===== src/sv/ppcf_pkg.sv =====
package ppcf_pkg;

  localparam int DIM_W = 13;
  localparam int COLOR_W = 4;
  localparam int NUM_COLORS = 5;
  localparam int HM_W = 2 * (DIM_W - 1);
  localparam int ADDR_W = 5;
  localparam int DATA_W = 32;
  localparam int Q_DEPTH = 8;
  localparam int PTR_W = $clog2(Q_DEPTH);
  localparam int CNT_W = $clog2(Q_DEPTH + 1);
  localparam int DEFAULT_MAX_DIMENSION = 4096;

  localparam logic [DIM_W-1:0] WIDTH_RESET = 13'd640;
  localparam logic [DIM_W-1:0] HEIGHT_RESET = 13'd480;
  localparam logic [COLOR_W-1:0] PAL_LAST = 4'd11;

  typedef enum logic [2:0] {
    OP_PASS,
    OP_PALETTE,
    OP_RED_INV,
    OP_NEGATIVE,
    OP_GRAY
  } op_t;

  typedef struct packed {
    logic [7:0] red;
    logic [7:0] green;
    logic [7:0] blue;
  } rgb_t;

  typedef struct packed {
    logic [3:0]                            effect;
    logic [DIM_W-1:0]                      width;
    logic [DIM_W-1:0]                      height;
    logic [NUM_COLORS-1:0][COLOR_W-1:0]    color;
    logic [HM_W-1:0]                       hm;
  } cfg_t;

  typedef struct packed {
    op_t              op;
    logic [COLOR_W-1:0] pal;
    rgb_t             px;
    logic             frame_end;
  } q_entry_t;

  typedef struct packed {
    logic             empty;
    logic [CNT_W-1:0] count;
  } q_status_t;

  function automatic rgb_t palette_color(input logic [COLOR_W-1:0] idx);
    rgb_t c;
    case (idx)
      4'd1:    c = '{8'hff, 8'he4, 8'hb5};
      4'd2:    c = '{8'hcd, 8'h5c, 8'h5c};
      4'd3:    c = '{8'h93, 8'h70, 8'hdb};
      4'd4:    c = '{8'h00, 8'h00, 8'h80};
      4'd5:    c = '{8'hff, 8'h69, 8'hb4};
      4'd6:    c = '{8'h94, 8'h00, 8'hd3};
      4'd7:    c = '{8'h00, 8'hff, 8'hff};
      4'd8:    c = '{8'h5f, 8'h9e, 8'ha0};
      4'd9:    c = '{8'hff, 8'hff, 8'he0};
      4'd10:   c = '{8'hff, 8'h7d, 8'h00};
      4'd11:   c = '{8'hff, 8'h00, 8'h00};
      default: c = '{8'h00, 8'h00, 8'h00};
    endcase
    return c;
  endfunction

endpackage


===== src/sv/positional_pixel_color_filter_core.sv =====
// Positional pixel color filter.
// Input channel: one RGB pixel per beat in raster order, taken when push is
// high and full is low. Row and column counters advance per beat and wrap at
// the configured width and height; out_frame_end marks the last pixel.
// Result channel: the oldest result sits on the out_ ports while empty is
// low and leaves on a beat with pop high.
// Configuration: APB-style port, registers at 4*index, pready tied high.
// Write it only while no pixel is in flight (not enforced by the block).
// Path: a taken pixel passes two front stages, the queue and the output
// register before it shows on the result ports.
// Throughput: one pixel per cycle while pop stays high, limited by the
// single output register and the one-result-per-cycle queue read.
// The front stages never stall; full rises when queue entries plus pixels
// in the front reach the queue depth, so a stalled receiver backs up into
// the 8-entry queue and then holds off push.
// Reset: effect pass, 640x480, all colors zero, position 0,0, queue and
// output empty. No clearing pass is needed.
module positional_pixel_color_filter_core #(
  parameter int MAX_DIMENSION = ppcf_pkg::DEFAULT_MAX_DIMENSION
) (
  input  logic                          clk,
  input  logic                          rst_n,
  input  logic                          push,
  output logic                          full,
  input  logic [7:0]                    in_red_in,
  input  logic [7:0]                    in_green_in,
  input  logic [7:0]                    in_blue_in,
  output logic                          empty,
  input  logic                          pop,
  output logic [7:0]                    out_red_out,
  output logic [7:0]                    out_green_out,
  output logic [7:0]                    out_blue_out,
  output logic                          out_frame_end,
  input  logic                          psel,
  input  logic                          penable,
  input  logic                          pwrite,
  input  logic [ppcf_pkg::ADDR_W-1:0]   paddr,
  input  logic [ppcf_pkg::DATA_W-1:0]   pwdata,
  output logic [ppcf_pkg::DATA_W-1:0]   prdata,
  output logic                          pready
);
  import ppcf_pkg::*;

  localparam int ZW = CNT_W + 1;

  cfg_t      cfg;
  rgb_t      in_px;
  rgb_t      out_px;
  logic      take;
  logic [1:0] in_flight;
  logic      q_wr_en;
  q_entry_t  q_wr_data;
  logic      q_rd_en;
  q_entry_t  q_rd_data;
  q_status_t q_status;
  logic      out_valid;

  assign in_px = '{in_red_in, in_green_in, in_blue_in};
  assign full  = (ZW'(q_status.count) + ZW'(in_flight)) >= ZW'(Q_DEPTH);
  assign take  = push & ~full;

  ppcf_regs #(
    .MAX_DIMENSION(MAX_DIMENSION)
  ) u_regs (
    .clk     (clk),
    .rst_n   (rst_n),
    .psel    (psel),
    .penable (penable),
    .pwrite  (pwrite),
    .paddr   (paddr),
    .pwdata  (pwdata),
    .prdata  (prdata),
    .pready  (pready),
    .cfg     (cfg)
  );

  ppcf_front #(
    .MAX_DIMENSION(MAX_DIMENSION)
  ) u_front (
    .clk       (clk),
    .rst_n     (rst_n),
    .take      (take),
    .in_px     (in_px),
    .cfg       (cfg),
    .in_flight (in_flight),
    .q_wr_en   (q_wr_en),
    .q_wr_data (q_wr_data)
  );

  ppcf_queue u_queue (
    .clk     (clk),
    .rst_n   (rst_n),
    .wr_en   (q_wr_en),
    .wr_data (q_wr_data),
    .rd_en   (q_rd_en),
    .rd_data (q_rd_data),
    .status  (q_status)
  );

  ppcf_back u_back (
    .clk           (clk),
    .rst_n         (rst_n),
    .q_status      (q_status),
    .q_rd_data     (q_rd_data),
    .q_rd_en       (q_rd_en),
    .pop           (pop),
    .out_valid     (out_valid),
    .out_px        (out_px),
    .out_frame_end (out_frame_end)
  );

  assign empty         = ~out_valid;
  assign out_red_out   = out_px.red;
  assign out_green_out = out_px.green;
  assign out_blue_out  = out_px.blue;

endmodule


===== src/sv/ppcf_regs.sv =====
module ppcf_regs #(
  parameter int MAX_DIMENSION = ppcf_pkg::DEFAULT_MAX_DIMENSION
) (
  input  logic                          clk,
  input  logic                          rst_n,
  input  logic                          psel,
  input  logic                          penable,
  input  logic                          pwrite,
  input  logic [ppcf_pkg::ADDR_W-1:0]   paddr,
  input  logic [ppcf_pkg::DATA_W-1:0]   pwdata,
  output logic [ppcf_pkg::DATA_W-1:0]   prdata,
  output logic                          pready,
  output ppcf_pkg::cfg_t                cfg
);
  import ppcf_pkg::*;

  typedef enum logic [2:0] {
    REG_EFFECT,
    REG_WIDTH,
    REG_HEIGHT,
    REG_COLOR_ONE,
    REG_COLOR_TWO,
    REG_COLOR_THREE,
    REG_COLOR_FOUR,
    REG_COLOR_FIVE
  } reg_idx_t;

  logic [3:0]         effect_r;
  logic [DIM_W-1:0]   width_r;
  logic [DIM_W-1:0]   height_r;
  logic [COLOR_W-1:0] color_r [NUM_COLORS];
  logic [HM_W-1:0]    hm_r;
  logic [DIM_W-1:0]   width_clamp;
  logic [DIM_W-1:0]   height_clamp;
  logic               wr_en;
  reg_idx_t           idx;

  assign pready = 1'b1;
  assign wr_en  = psel & penable & pwrite;
  assign idx    = reg_idx_t'(paddr[ADDR_W-1:2]);

  always_ff @(posedge clk) begin
    if (!rst_n) begin
      effect_r <= '0;
      width_r  <= WIDTH_RESET;
      height_r <= HEIGHT_RESET;
      for (int i = 0; i < NUM_COLORS; i++) color_r[i] <= '0;
    end else if (wr_en) begin
      unique case (idx)
        REG_EFFECT:      effect_r   <= pwdata[3:0];
        REG_WIDTH:       width_r    <= pwdata[DIM_W-1:0];
        REG_HEIGHT:      height_r   <= pwdata[DIM_W-1:0];
        REG_COLOR_ONE:   color_r[0] <= pwdata[COLOR_W-1:0];
        REG_COLOR_TWO:   color_r[1] <= pwdata[COLOR_W-1:0];
        REG_COLOR_THREE: color_r[2] <= pwdata[COLOR_W-1:0];
        REG_COLOR_FOUR:  color_r[3] <= pwdata[COLOR_W-1:0];
        REG_COLOR_FIVE:  color_r[4] <= pwdata[COLOR_W-1:0];
      endcase
    end
  end

  always_comb begin
    unique case (idx)
      REG_EFFECT:      prdata = DATA_W'(effect_r);
      REG_WIDTH:       prdata = DATA_W'(width_r);
      REG_HEIGHT:      prdata = DATA_W'(height_r);
      REG_COLOR_ONE:   prdata = DATA_W'(color_r[0]);
      REG_COLOR_TWO:   prdata = DATA_W'(color_r[1]);
      REG_COLOR_THREE: prdata = DATA_W'(color_r[2]);
      REG_COLOR_FOUR:  prdata = DATA_W'(color_r[3]);
      REG_COLOR_FIVE:  prdata = DATA_W'(color_r[4]);
    endcase
  end

  // zero reads as one, oversize saturates
  always_comb begin
    priority if (width_r == '0) width_clamp = DIM_W'(1);
    else if (int'(width_r) > MAX_DIMENSION) width_clamp = DIM_W'(MAX_DIMENSION);
    else width_clamp = width_r;
    priority if (height_r == '0) height_clamp = DIM_W'(1);
    else if (int'(height_r) > MAX_DIMENSION) height_clamp = DIM_W'(MAX_DIMENSION);
    else height_clamp = height_r;
  end

  // h*m is only needed two stages after accept
  always_ff @(posedge clk) begin
    hm_r <= height_clamp[DIM_W-1:1] * width_clamp[DIM_W-1:1];
  end

  always_comb begin
    cfg.effect = effect_r;
    cfg.width  = width_clamp;
    cfg.height = height_clamp;
    for (int i = 0; i < NUM_COLORS; i++) cfg.color[i] = color_r[i];
    cfg.hm     = hm_r;
  end

endmodule


===== src/sv/ppcf_front.sv =====
module ppcf_front #(
  parameter int MAX_DIMENSION = ppcf_pkg::DEFAULT_MAX_DIMENSION
) (
  input  logic                 clk,
  input  logic                 rst_n,
  input  logic                 take,
  input  ppcf_pkg::rgb_t       in_px,
  input  ppcf_pkg::cfg_t       cfg,
  output logic [1:0]           in_flight,
  output logic                 q_wr_en,
  output ppcf_pkg::q_entry_t   q_wr_data
);
  import ppcf_pkg::*;

  localparam int PW   = $clog2(MAX_DIMENSION);
  localparam int CW   = ((PW > DIM_W) ? PW : DIM_W) + 1;
  localparam int LW   = CW + 4;
  localparam int SW   = ((PW > DIM_W - 1) ? PW : DIM_W - 1) + 1;
  localparam int SQ_W = 2 * SW;
  localparam int D2_W = SQ_W + 1;
  localparam int RW   = D2_W + 3;

  typedef enum logic [3:0] {
    EFF_PASS,
    EFF_CHECKER,
    EFF_VERT2,
    EFF_VERT3,
    EFF_HORIZ2,
    EFF_HORIZ3,
    EFF_DIAG,
    EFF_RINGS,
    EFF_RED_INV,
    EFF_NEGATIVE,
    EFF_GRAY,
    EFF_RECT_BORDER,
    EFF_RING_BORDER,
    EFF_CORNER_BORDER
  } effect_t;

  typedef enum logic [2:0] {
    SEL_NONE,
    SEL_ONE,
    SEL_TWO,
    SEL_THREE,
    SEL_FOUR,
    SEL_FIVE
  } sel_t;

  effect_t effect;
  assign effect = effect_t'(cfg.effect);

  // position counters and accept stage
  logic [PW-1:0] row_r, col_r;
  logic [CW-1:0] row_inc, col_inc;
  logic          col_wrap, row_wrap;

  logic          s1_v_r;
  rgb_t          s1_px_r;
  logic [PW-1:0] s1_row_r, s1_col_r;
  logic          s1_fe_r;

  assign col_inc  = CW'(col_r) + CW'(1);
  assign row_inc  = CW'(row_r) + CW'(1);
  assign col_wrap = col_inc >= CW'(cfg.width);
  assign row_wrap = row_inc >= CW'(cfg.height);

  // classify stage
  logic            s2_v_r;
  rgb_t            s2_px_r;
  logic            s2_fe_r;
  logic            s2_even_r;
  sel_t            s2_sel_r;
  sel_t            sel_nxt;
  logic [SQ_W-1:0] s2_sqr_r, s2_sqc_r;

  always_ff @(posedge clk) begin
    if (!rst_n) begin
      row_r  <= '0;
      col_r  <= '0;
      s1_v_r <= 1'b0;
      s2_v_r <= 1'b0;
    end else begin
      s1_v_r <= take;
      s2_v_r <= s1_v_r;
      if (take) begin
        if (col_wrap) begin
          col_r <= '0;
          row_r <= row_wrap ? '0 : row_inc[PW-1:0];
        end else begin
          col_r <= col_inc[PW-1:0];
        end
      end
    end
  end

  always_ff @(posedge clk) begin
    if (take) begin
      s1_px_r  <= in_px;
      s1_row_r <= row_r;
      s1_col_r <= col_r;
      s1_fe_r  <= col_wrap & row_wrap;
    end
  end

  logic [LW-1:0]        r, c, c1, wl, hl, ml;
  logic signed [SW-1:0] dr, dc;

  assign r  = LW'(s1_row_r);
  assign c  = LW'(s1_col_r);
  assign c1 = c + LW'(1);
  assign wl = LW'(cfg.width);
  assign hl = LW'(cfg.height);
  assign ml = LW'(cfg.width[DIM_W-1:1]);
  assign dr = $signed(SW'(s1_row_r)) - $signed(SW'(cfg.height[DIM_W-1:1]));
  assign dc = $signed(SW'(s1_col_r)) - $signed(SW'(cfg.width[DIM_W-1:1]));

  // c < floor(W/k) is written as k*(c+1) <= W
  always_comb begin
    sel_nxt = SEL_NONE;
    unique case (effect)
      EFF_CHECKER: sel_nxt = SEL_ONE;
      EFF_VERT2: begin
        priority if (c < ml) sel_nxt = SEL_ONE;
        else if (c > ml) sel_nxt = SEL_TWO;
        else sel_nxt = SEL_NONE;
      end
      EFF_VERT3: begin
        priority if (c1 * LW'(3) <= wl) sel_nxt = SEL_ONE;
        else if (c1 * LW'(3) <= wl * LW'(2)) sel_nxt = SEL_TWO;
        else sel_nxt = SEL_THREE;
      end
      EFF_HORIZ2: begin
        priority if (r * LW'(2) < hl) sel_nxt = SEL_ONE;
        else if (r * LW'(2) > hl) sel_nxt = SEL_TWO;
        else sel_nxt = SEL_NONE;
      end
      EFF_HORIZ3: begin
        priority if (r * LW'(3) < hl) sel_nxt = SEL_ONE;
        else if (r * LW'(3) < hl * LW'(2)) sel_nxt = SEL_TWO;
        else sel_nxt = SEL_THREE;
      end
      EFF_DIAG: begin
        priority if (r < c) sel_nxt = SEL_ONE;
        else if (r > c) sel_nxt = SEL_TWO;
        else sel_nxt = SEL_NONE;
      end
      EFF_RECT_BORDER: begin
        if (r * LW'(10) < hl || r * LW'(10) > hl * LW'(9) ||
            c1 * LW'(10) <= wl || c * LW'(10) > wl * LW'(9)) sel_nxt = SEL_ONE;
      end
      EFF_CORNER_BORDER: begin
        if ((r * LW'(5) < hl || r * LW'(5) > hl * LW'(4)) &&
            (c1 * LW'(5) <= wl || c * LW'(5) > wl * LW'(4))) sel_nxt = SEL_ONE;
      end
      default: sel_nxt = SEL_NONE;
    endcase
  end

  always_ff @(posedge clk) begin
    if (s1_v_r) begin
      s2_px_r   <= s1_px_r;
      s2_fe_r   <= s1_fe_r;
      s2_even_r <= ~s1_row_r[0] & ~s1_col_r[0];
      s2_sel_r  <= sel_nxt;
      s2_sqr_r  <= dr * dr;
      s2_sqc_r  <= dc * dc;
    end
  end

  // ring thresholds and final selection, straight into the queue
  logic [D2_W-1:0]    d2;
  logic [RW-1:0]      d2l, hml;
  sel_t               ring_sel, sel_fin;
  logic [COLOR_W-1:0] idx;

  assign d2  = D2_W'(s2_sqr_r) + D2_W'(s2_sqc_r);
  assign d2l = RW'(d2);
  assign hml = RW'(cfg.hm);

  always_comb begin
    priority if (d2l * RW'(5) <= hml) ring_sel = SEL_ONE;
    else if (d2l * RW'(2) <= hml) ring_sel = SEL_TWO;
    else if (d2l < hml) ring_sel = SEL_THREE;
    else if (d2l < hml * RW'(2)) ring_sel = SEL_FOUR;
    else ring_sel = SEL_FIVE;
  end

  always_comb begin
    priority if (effect == EFF_RINGS) sel_fin = ring_sel;
    else if (effect == EFF_RING_BORDER)
      sel_fin = (d2l * RW'(2) > hml && d2l < hml * RW'(2)) ? SEL_ONE : SEL_NONE;
    else sel_fin = s2_sel_r;
  end

  always_comb begin
    unique case (sel_fin)
      SEL_ONE:   idx = cfg.color[0];
      SEL_TWO:   idx = cfg.color[1];
      SEL_THREE: idx = cfg.color[2];
      SEL_FOUR:  idx = cfg.color[3];
      SEL_FIVE:  idx = cfg.color[4];
      default:   idx = '0;
    endcase
  end

  always_comb begin
    q_wr_data.pal       = idx;
    q_wr_data.px        = s2_px_r;
    q_wr_data.frame_end = s2_fe_r;
    priority if (effect == EFF_RED_INV) q_wr_data.op = OP_RED_INV;
    else if (effect == EFF_NEGATIVE) q_wr_data.op = OP_NEGATIVE;
    else if (effect == EFF_GRAY) q_wr_data.op = OP_GRAY;
    else if (sel_fin != SEL_NONE && s2_even_r && idx != '0 && idx <= PAL_LAST)
      q_wr_data.op = OP_PALETTE;
    else q_wr_data.op = OP_PASS;
  end

  assign q_wr_en   = s2_v_r;
  assign in_flight = 2'(s1_v_r) + 2'(s2_v_r);

endmodule


===== src/sv/ppcf_queue.sv =====
module ppcf_queue (
  input  logic                 clk,
  input  logic                 rst_n,
  input  logic                 wr_en,
  input  ppcf_pkg::q_entry_t   wr_data,
  input  logic                 rd_en,
  output ppcf_pkg::q_entry_t   rd_data,
  output ppcf_pkg::q_status_t  status
);
  import ppcf_pkg::*;

  q_entry_t         mem [Q_DEPTH];
  logic [PTR_W-1:0] wr_ptr_r, rd_ptr_r;
  logic [CNT_W-1:0] count_r;

  always_ff @(posedge clk) begin
    if (!rst_n) begin
      wr_ptr_r <= '0;
      rd_ptr_r <= '0;
      count_r  <= '0;
    end else begin
      if (wr_en) wr_ptr_r <= wr_ptr_r + PTR_W'(1);
      if (rd_en) rd_ptr_r <= rd_ptr_r + PTR_W'(1);
      unique case ({wr_en, rd_en})
        2'b10:   count_r <= count_r + CNT_W'(1);
        2'b01:   count_r <= count_r - CNT_W'(1);
        default: count_r <= count_r;
      endcase
    end
  end

  always_ff @(posedge clk) begin
    if (wr_en) mem[wr_ptr_r] <= wr_data;
  end

  assign rd_data      = mem[rd_ptr_r];
  assign status.count = count_r;
  assign status.empty = (count_r == '0);

endmodule


===== src/sv/ppcf_back.sv =====
module ppcf_back (
  input  logic                 clk,
  input  logic                 rst_n,
  input  ppcf_pkg::q_status_t  q_status,
  input  ppcf_pkg::q_entry_t   q_rd_data,
  output logic                 q_rd_en,
  input  logic                 pop,
  output logic                 out_valid,
  output ppcf_pkg::rgb_t       out_px,
  output logic                 out_frame_end
);
  import ppcf_pkg::*;

  // floor(s/3) for s below 768
  localparam logic [16:0] GRAY_RECIP = 17'd43691;

  logic        out_v_r;
  rgb_t        px_r;
  logic        fe_r;
  logic        load;
  rgb_t        pal;
  rgb_t        px_nxt;
  logic [9:0]  sum;
  logic [26:0] prod;
  logic [7:0]  gray;

  assign load    = ~q_status.empty & (~out_v_r | pop);
  assign q_rd_en = load;

  assign pal  = palette_color(q_rd_data.pal);
  assign sum  = 10'(q_rd_data.px.red) + 10'(q_rd_data.px.green) + 10'(q_rd_data.px.blue);
  assign prod = 27'(sum) * 27'(GRAY_RECIP);
  assign gray = prod[24:17];

  always_comb begin
    px_nxt = q_rd_data.px;
    unique case (q_rd_data.op)
      OP_PASS:     px_nxt = q_rd_data.px;
      OP_PALETTE:  px_nxt = pal;
      OP_RED_INV:  px_nxt.red = ~q_rd_data.px.red;
      OP_NEGATIVE: px_nxt = ~q_rd_data.px;
      OP_GRAY:     px_nxt = '{gray, gray, gray};
      default:     px_nxt = q_rd_data.px;
    endcase
  end

  always_ff @(posedge clk) begin
    if (!rst_n) begin
      out_v_r <= 1'b0;
    end else if (load) begin
      out_v_r <= 1'b1;
    end else if (pop) begin
      out_v_r <= 1'b0;
    end
  end

  always_ff @(posedge clk) begin
    if (load) begin
      px_r <= px_nxt;
      fe_r <= q_rd_data.frame_end;
    end
  end

  assign out_valid     = out_v_r;
  assign out_px        = px_r;
  assign out_frame_end = fe_r;

endmodule


===== config.mk =====
export PLATFORM = sky130hd
export DESIGN_NAME = positional_pixel_color_filter_core
export DESIGN_NICKNAME = d
export VERILOG_FILES = /design/src/sv/ppcf_pkg.sv /design/src/sv/positional_pixel_color_filter_core.sv /design/src/sv/ppcf_regs.sv /design/src/sv/ppcf_front.sv /design/src/sv/ppcf_queue.sv /design/src/sv/ppcf_back.sv
export SDC_FILE = /design/constraint.sdc
export NUM_CORES = 2
export LEC_CHECK = 0
export ABC_AREA = 1
export BUFFER_PORTS_ARGS = -buffer_cell sky130_fd_sc_hd__buf_2
export CAP_MARGIN = 20
export CORE_ASPECT_RATIO = 2
export CORE_UTILIZATION = 40
export DETAILED_ROUTE_END_ITERATION = 6
export PLACE_DENSITY = 0.65
export REMOVE_ABC_BUFFERS = 1
export SYNTH_ARGS = -nofsm -noshare
export SYNTH_HDL_FRONTEND = slang
export SYNTH_SLANG_ARGS = --single-unit
export TNS_END_PERCENT = 20

===== constraint.sdc =====
create_clock -name clk -period 9.08 [get_ports clk]
set_input_delay 1.816 -clock clk [delete_from_list [all_inputs] [get_ports clk]]
set_output_delay 1.816 -clock clk [all_outputs]
set_load 0.05 [all_outputs]

==> metrics.cfg <==
[sta]
finalHoldViolations = 0
setup_viol_count_final = 0
clock_tree_skew_after_final_layout_ns = 0.04353
timing_worst_slew_pin_value_ns = 1.110
max_slew_violation_count = 0
final.period_utilization = 0.9545
grt_setup_unrepaired = true
max_clock_freq_mhz = 115.4
shortest_period_the_worst_path_allows_ns = 8.667
setup_ws_post_layout_ns = 0.4132
worst_case_headroom_to_the_max_slew_limit = 0.2520

[clock_tree]
maximum_root_to_sink_buffer_count = 3
tritoncts.num_buffers = 50
clk_latency_ns = 0.68
cts.clk_slew.worst_paths_ns = 0.07
clock-sinks = 522
ctsHtreeMaxLevel = 2
clock_tree.root_cell = sky130_fd_sc_hd__clkbuf_16
tritoncts_clock_tree = built

[die]
total_number_of_placement_rows = 188
die_height_um = 516.0
boundaryPins = 128
core_area_mm2 = 0.1310
die-area_mm2 = 0.1336
die_w_um = 259.0
floorplan.initialDensity = 0.4032

[synth]
ys.flop_type = sky130_fd_sc_hd__edfxtp_1
synth_top_family_by_area = adder cells
ys_async_sr_fraction = 0
ys_types = 68
yosys_warning_count = 0
synth.most_common_cell = sky130_fd_sc_hd__inv_1
yosys-mux-area-fraction = 0
synth_top_cell_area_share = 0.2433
synthTopCellsByArea = sky130_fd_sc_hd__edfxtp_1 24%, sky130_fd_sc_hd__ha_1 19%, sky130_fd_sc_hd__fa_1 16%, sky130_fd_sc_hd__inv_1 7.0%, sky130_fd_sc_hd__nand2_1 6.4%
syn_area_mm2 = 0.05283
xor_xnor_share_of_the_synthesized_area = 0.03943
synth_simple_gate_area_frac = 0.1421
syn_area_per_cell_um2 = 8.939
synth_top_cell_by_area = sky130_fd_sc_hd__edfxtp_1
yosys_register_bits = 522
synth-compound-area-share = 0.1048
syn_inst = 5910
synth.cells.most_frequent = 982 x sky130_fd_sc_hd__inv_1, 907 x sky130_fd_sc_hd__nand2_1, 800 x sky130_fd_sc_hd__ha_1
yosys.area_share.adder = 0.3528
part_of_the_yosys_area_used_for_sequential_elements = 0.2789
synth_enable_flop_cells = 428

[critical_path]
cp.arrival_ns = 9.04
cp_bufs_invs = 11
critical_path.max_stage_delay_ns = 0.56
worstSetupStartpointType = register
path_max_fanout = 8
cp.depth = 45
kind_of_critical_path = reg -> reg
cp.required_ns = 9.46
crit_top_cell = sky130_fd_sc_hd__inv_1
cp-end-kind = register
cpMaxStageDelayCell = sky130_fd_sc_hd__fa_1
cp_top_family = adder cells
reg2reg_depth = 45

[route]
dr_total_vias = 42160
drc_violation_count_after_routing = 8
drt_pass1_iterations = 7
drtIter0Drc = 2201
totalWireLength_um = 156800
via_per_inst = 5.324
ant_nets = 0
route.detailed.wl_per_inst_um = 19.80

[place]
place_ws_ns = 0.04270
port_buffers = 86
gp_routability_congestion = 1.002
detailed_place_hpwl_um = 127100

[global_route]
grt_first_pass_wirelength_um = 240700
grt_pass1_vias = 44090
grt_antenna_before_repair = 7
pin_count_of_the_biggest_net_entering_global_routing = 64
grt_remaining_overflow = 0
grt.total_usage = 0.2371

[final_layout]
layout-area-overhead-vs-synth_pct = 11.11
fin_nets = 7461
utilization = 0.4480
post_route_cells_drive_above_1_share = 0.08285
fillers = 12500

[hold_path]
worst_min_delay_path_category = reg -> reg
hold-path-cell-count = 0

[outcome]
violations_in_the_final_reports = DRC
run_status = complete, but fails checks

[job]
max_cap_violations = 0

==> final cells by class <==
| type | instances | area, um^2 | share of cell area |
|---|---|---|---|
| diodes | 5 | 12.51 | 0.0002132 |
| well taps | 1710 | 2140 | 0.03645 |
| repair buffers | 309 | 2196 | 0.03741 |
| clock inverters | 40 | 494.2 | 0.008420 |
| clock buffers | 54 | 1266 | 0.02157 |
| flip-flops and latches | 522 | 14740 | 0.2512 |
| multi-input cells | 4281 | 34100 | 0.5809 |
| inverters | 998 | 3750 | 0.06389 |
==> worst reg2reg max path, delay by kind of cell (launching register included) <==
kind	cells	cell delay, ns
buffers and inverters	11	0.76
AO/OA/AOI/OAI	8	1.10
AND/OR/NAND/NOR	16	2.01
flip-flops	1	0.32
XOR/XNOR	1	0.16
adder cells (fa/ha/maj)	9	4.02
==> metal layers <==
metal / wire (um) / track usage / vias up
met5: 27 / 0 / -
li1: - / - / 20070
met1: 51030 / 0.2183 / 20360
met3: 6481 / 0.02893 / 576
met4: 16290 / 0.2103 / 4
met2: 83010 / 0.4506 / 1146
==> final timing paths <==
check,startpoint,slack (ns),end
worst max-delay path,u_regs.width_r[7],0.41,u_front.s2_sqc_r[24]
worst min-delay path,u_front.s1_px_r[16],0.41,u_front.q_wr_data[17]
worst max register to register,u_regs.width_r[7],0.41,u_front.s2_sqc_r[24]
worst min register to register,u_front.s1_px_r[16],0.41,u_front.q_wr_data[17]
==> sequential cells by signal, indices dropped and copies added (netlist names), 2 cells and up, named ones only <==
signal             flops
u_front.col_r         12
u_back.out_px         24
u_queue.count_r        4
u_regs.effect_r        4
u_front.s2_sqr_r      25
u_front.s1_px_r       24
u_front.s2_sqc_r      25
u_regs.color_r        20
u_regs.height_r       13
u_front.s1_col_r      12
u_front.row_r         12
u_front.q_wr_data     24
u_regs.width_r        13
u_regs.hm_r           24
u_front.s1_row_r      12
u_queue.wr_ptr_r       3
u_front.s2_sel_r       2
u_queue.rd_ptr_r       3
u_queue.mem          256
==> cell families after synthesis <==
| kind of cell | after synthesis |
|---|---|
| flops | 522 |
| buf+inv | 1128 |
| compound gates | 972 |
| simple gates | 1818 |
| fa+ha+maj | 1231 |
| other cells | 2 |
| xor+xnor | 237 |
==> cell usage in the layout (no fill, tap or decap), types with 152 or more instances in the layout <==
cell                       instances
sky130_fd_sc_hd__inv_1           980
sky130_fd_sc_hd__nand2_1         900
sky130_fd_sc_hd__ha_1            797
sky130_fd_sc_hd__nor2_1          556
sky130_fd_sc_hd__fa_1            430
sky130_fd_sc_hd__edfxtp_1        428
sky130_fd_sc_hd__a21oi_1         403
sky130_fd_sc_hd__o21ai_0         266
sky130_fd_sc_hd__buf_4           215
sky130_fd_sc_hd__xor2_1          152
==> stage by stage <==
stage | instance area (um^2) | TNS [ns] | hold WS, ns | std cells
final | 58700 | 0 | 0.4146 | 7919
after detailed placement | 56740 | 0 | 0.4045 | 7819
after global placement | 56740 | 0 | 0.4043 | 7819
after global routing | 58690 | -0.1709 | 0.4233 | 7915
after floorplan | 52330 | -46.81 | 0.4003 | 5801
after CTS | 58500 | 0 | 0.4061 | 7913
==> what timing repair did <==
item	in CTS	in global routing
pin swaps	0	4
hold buffers	0	0
gates resized for setup	1	49
buffers inserted	0	1
setup endpoints to repair	1	34
Power is not shown: default switching activity piles up to over one toggle a cycle in this logic, so the estimate is an artifact.
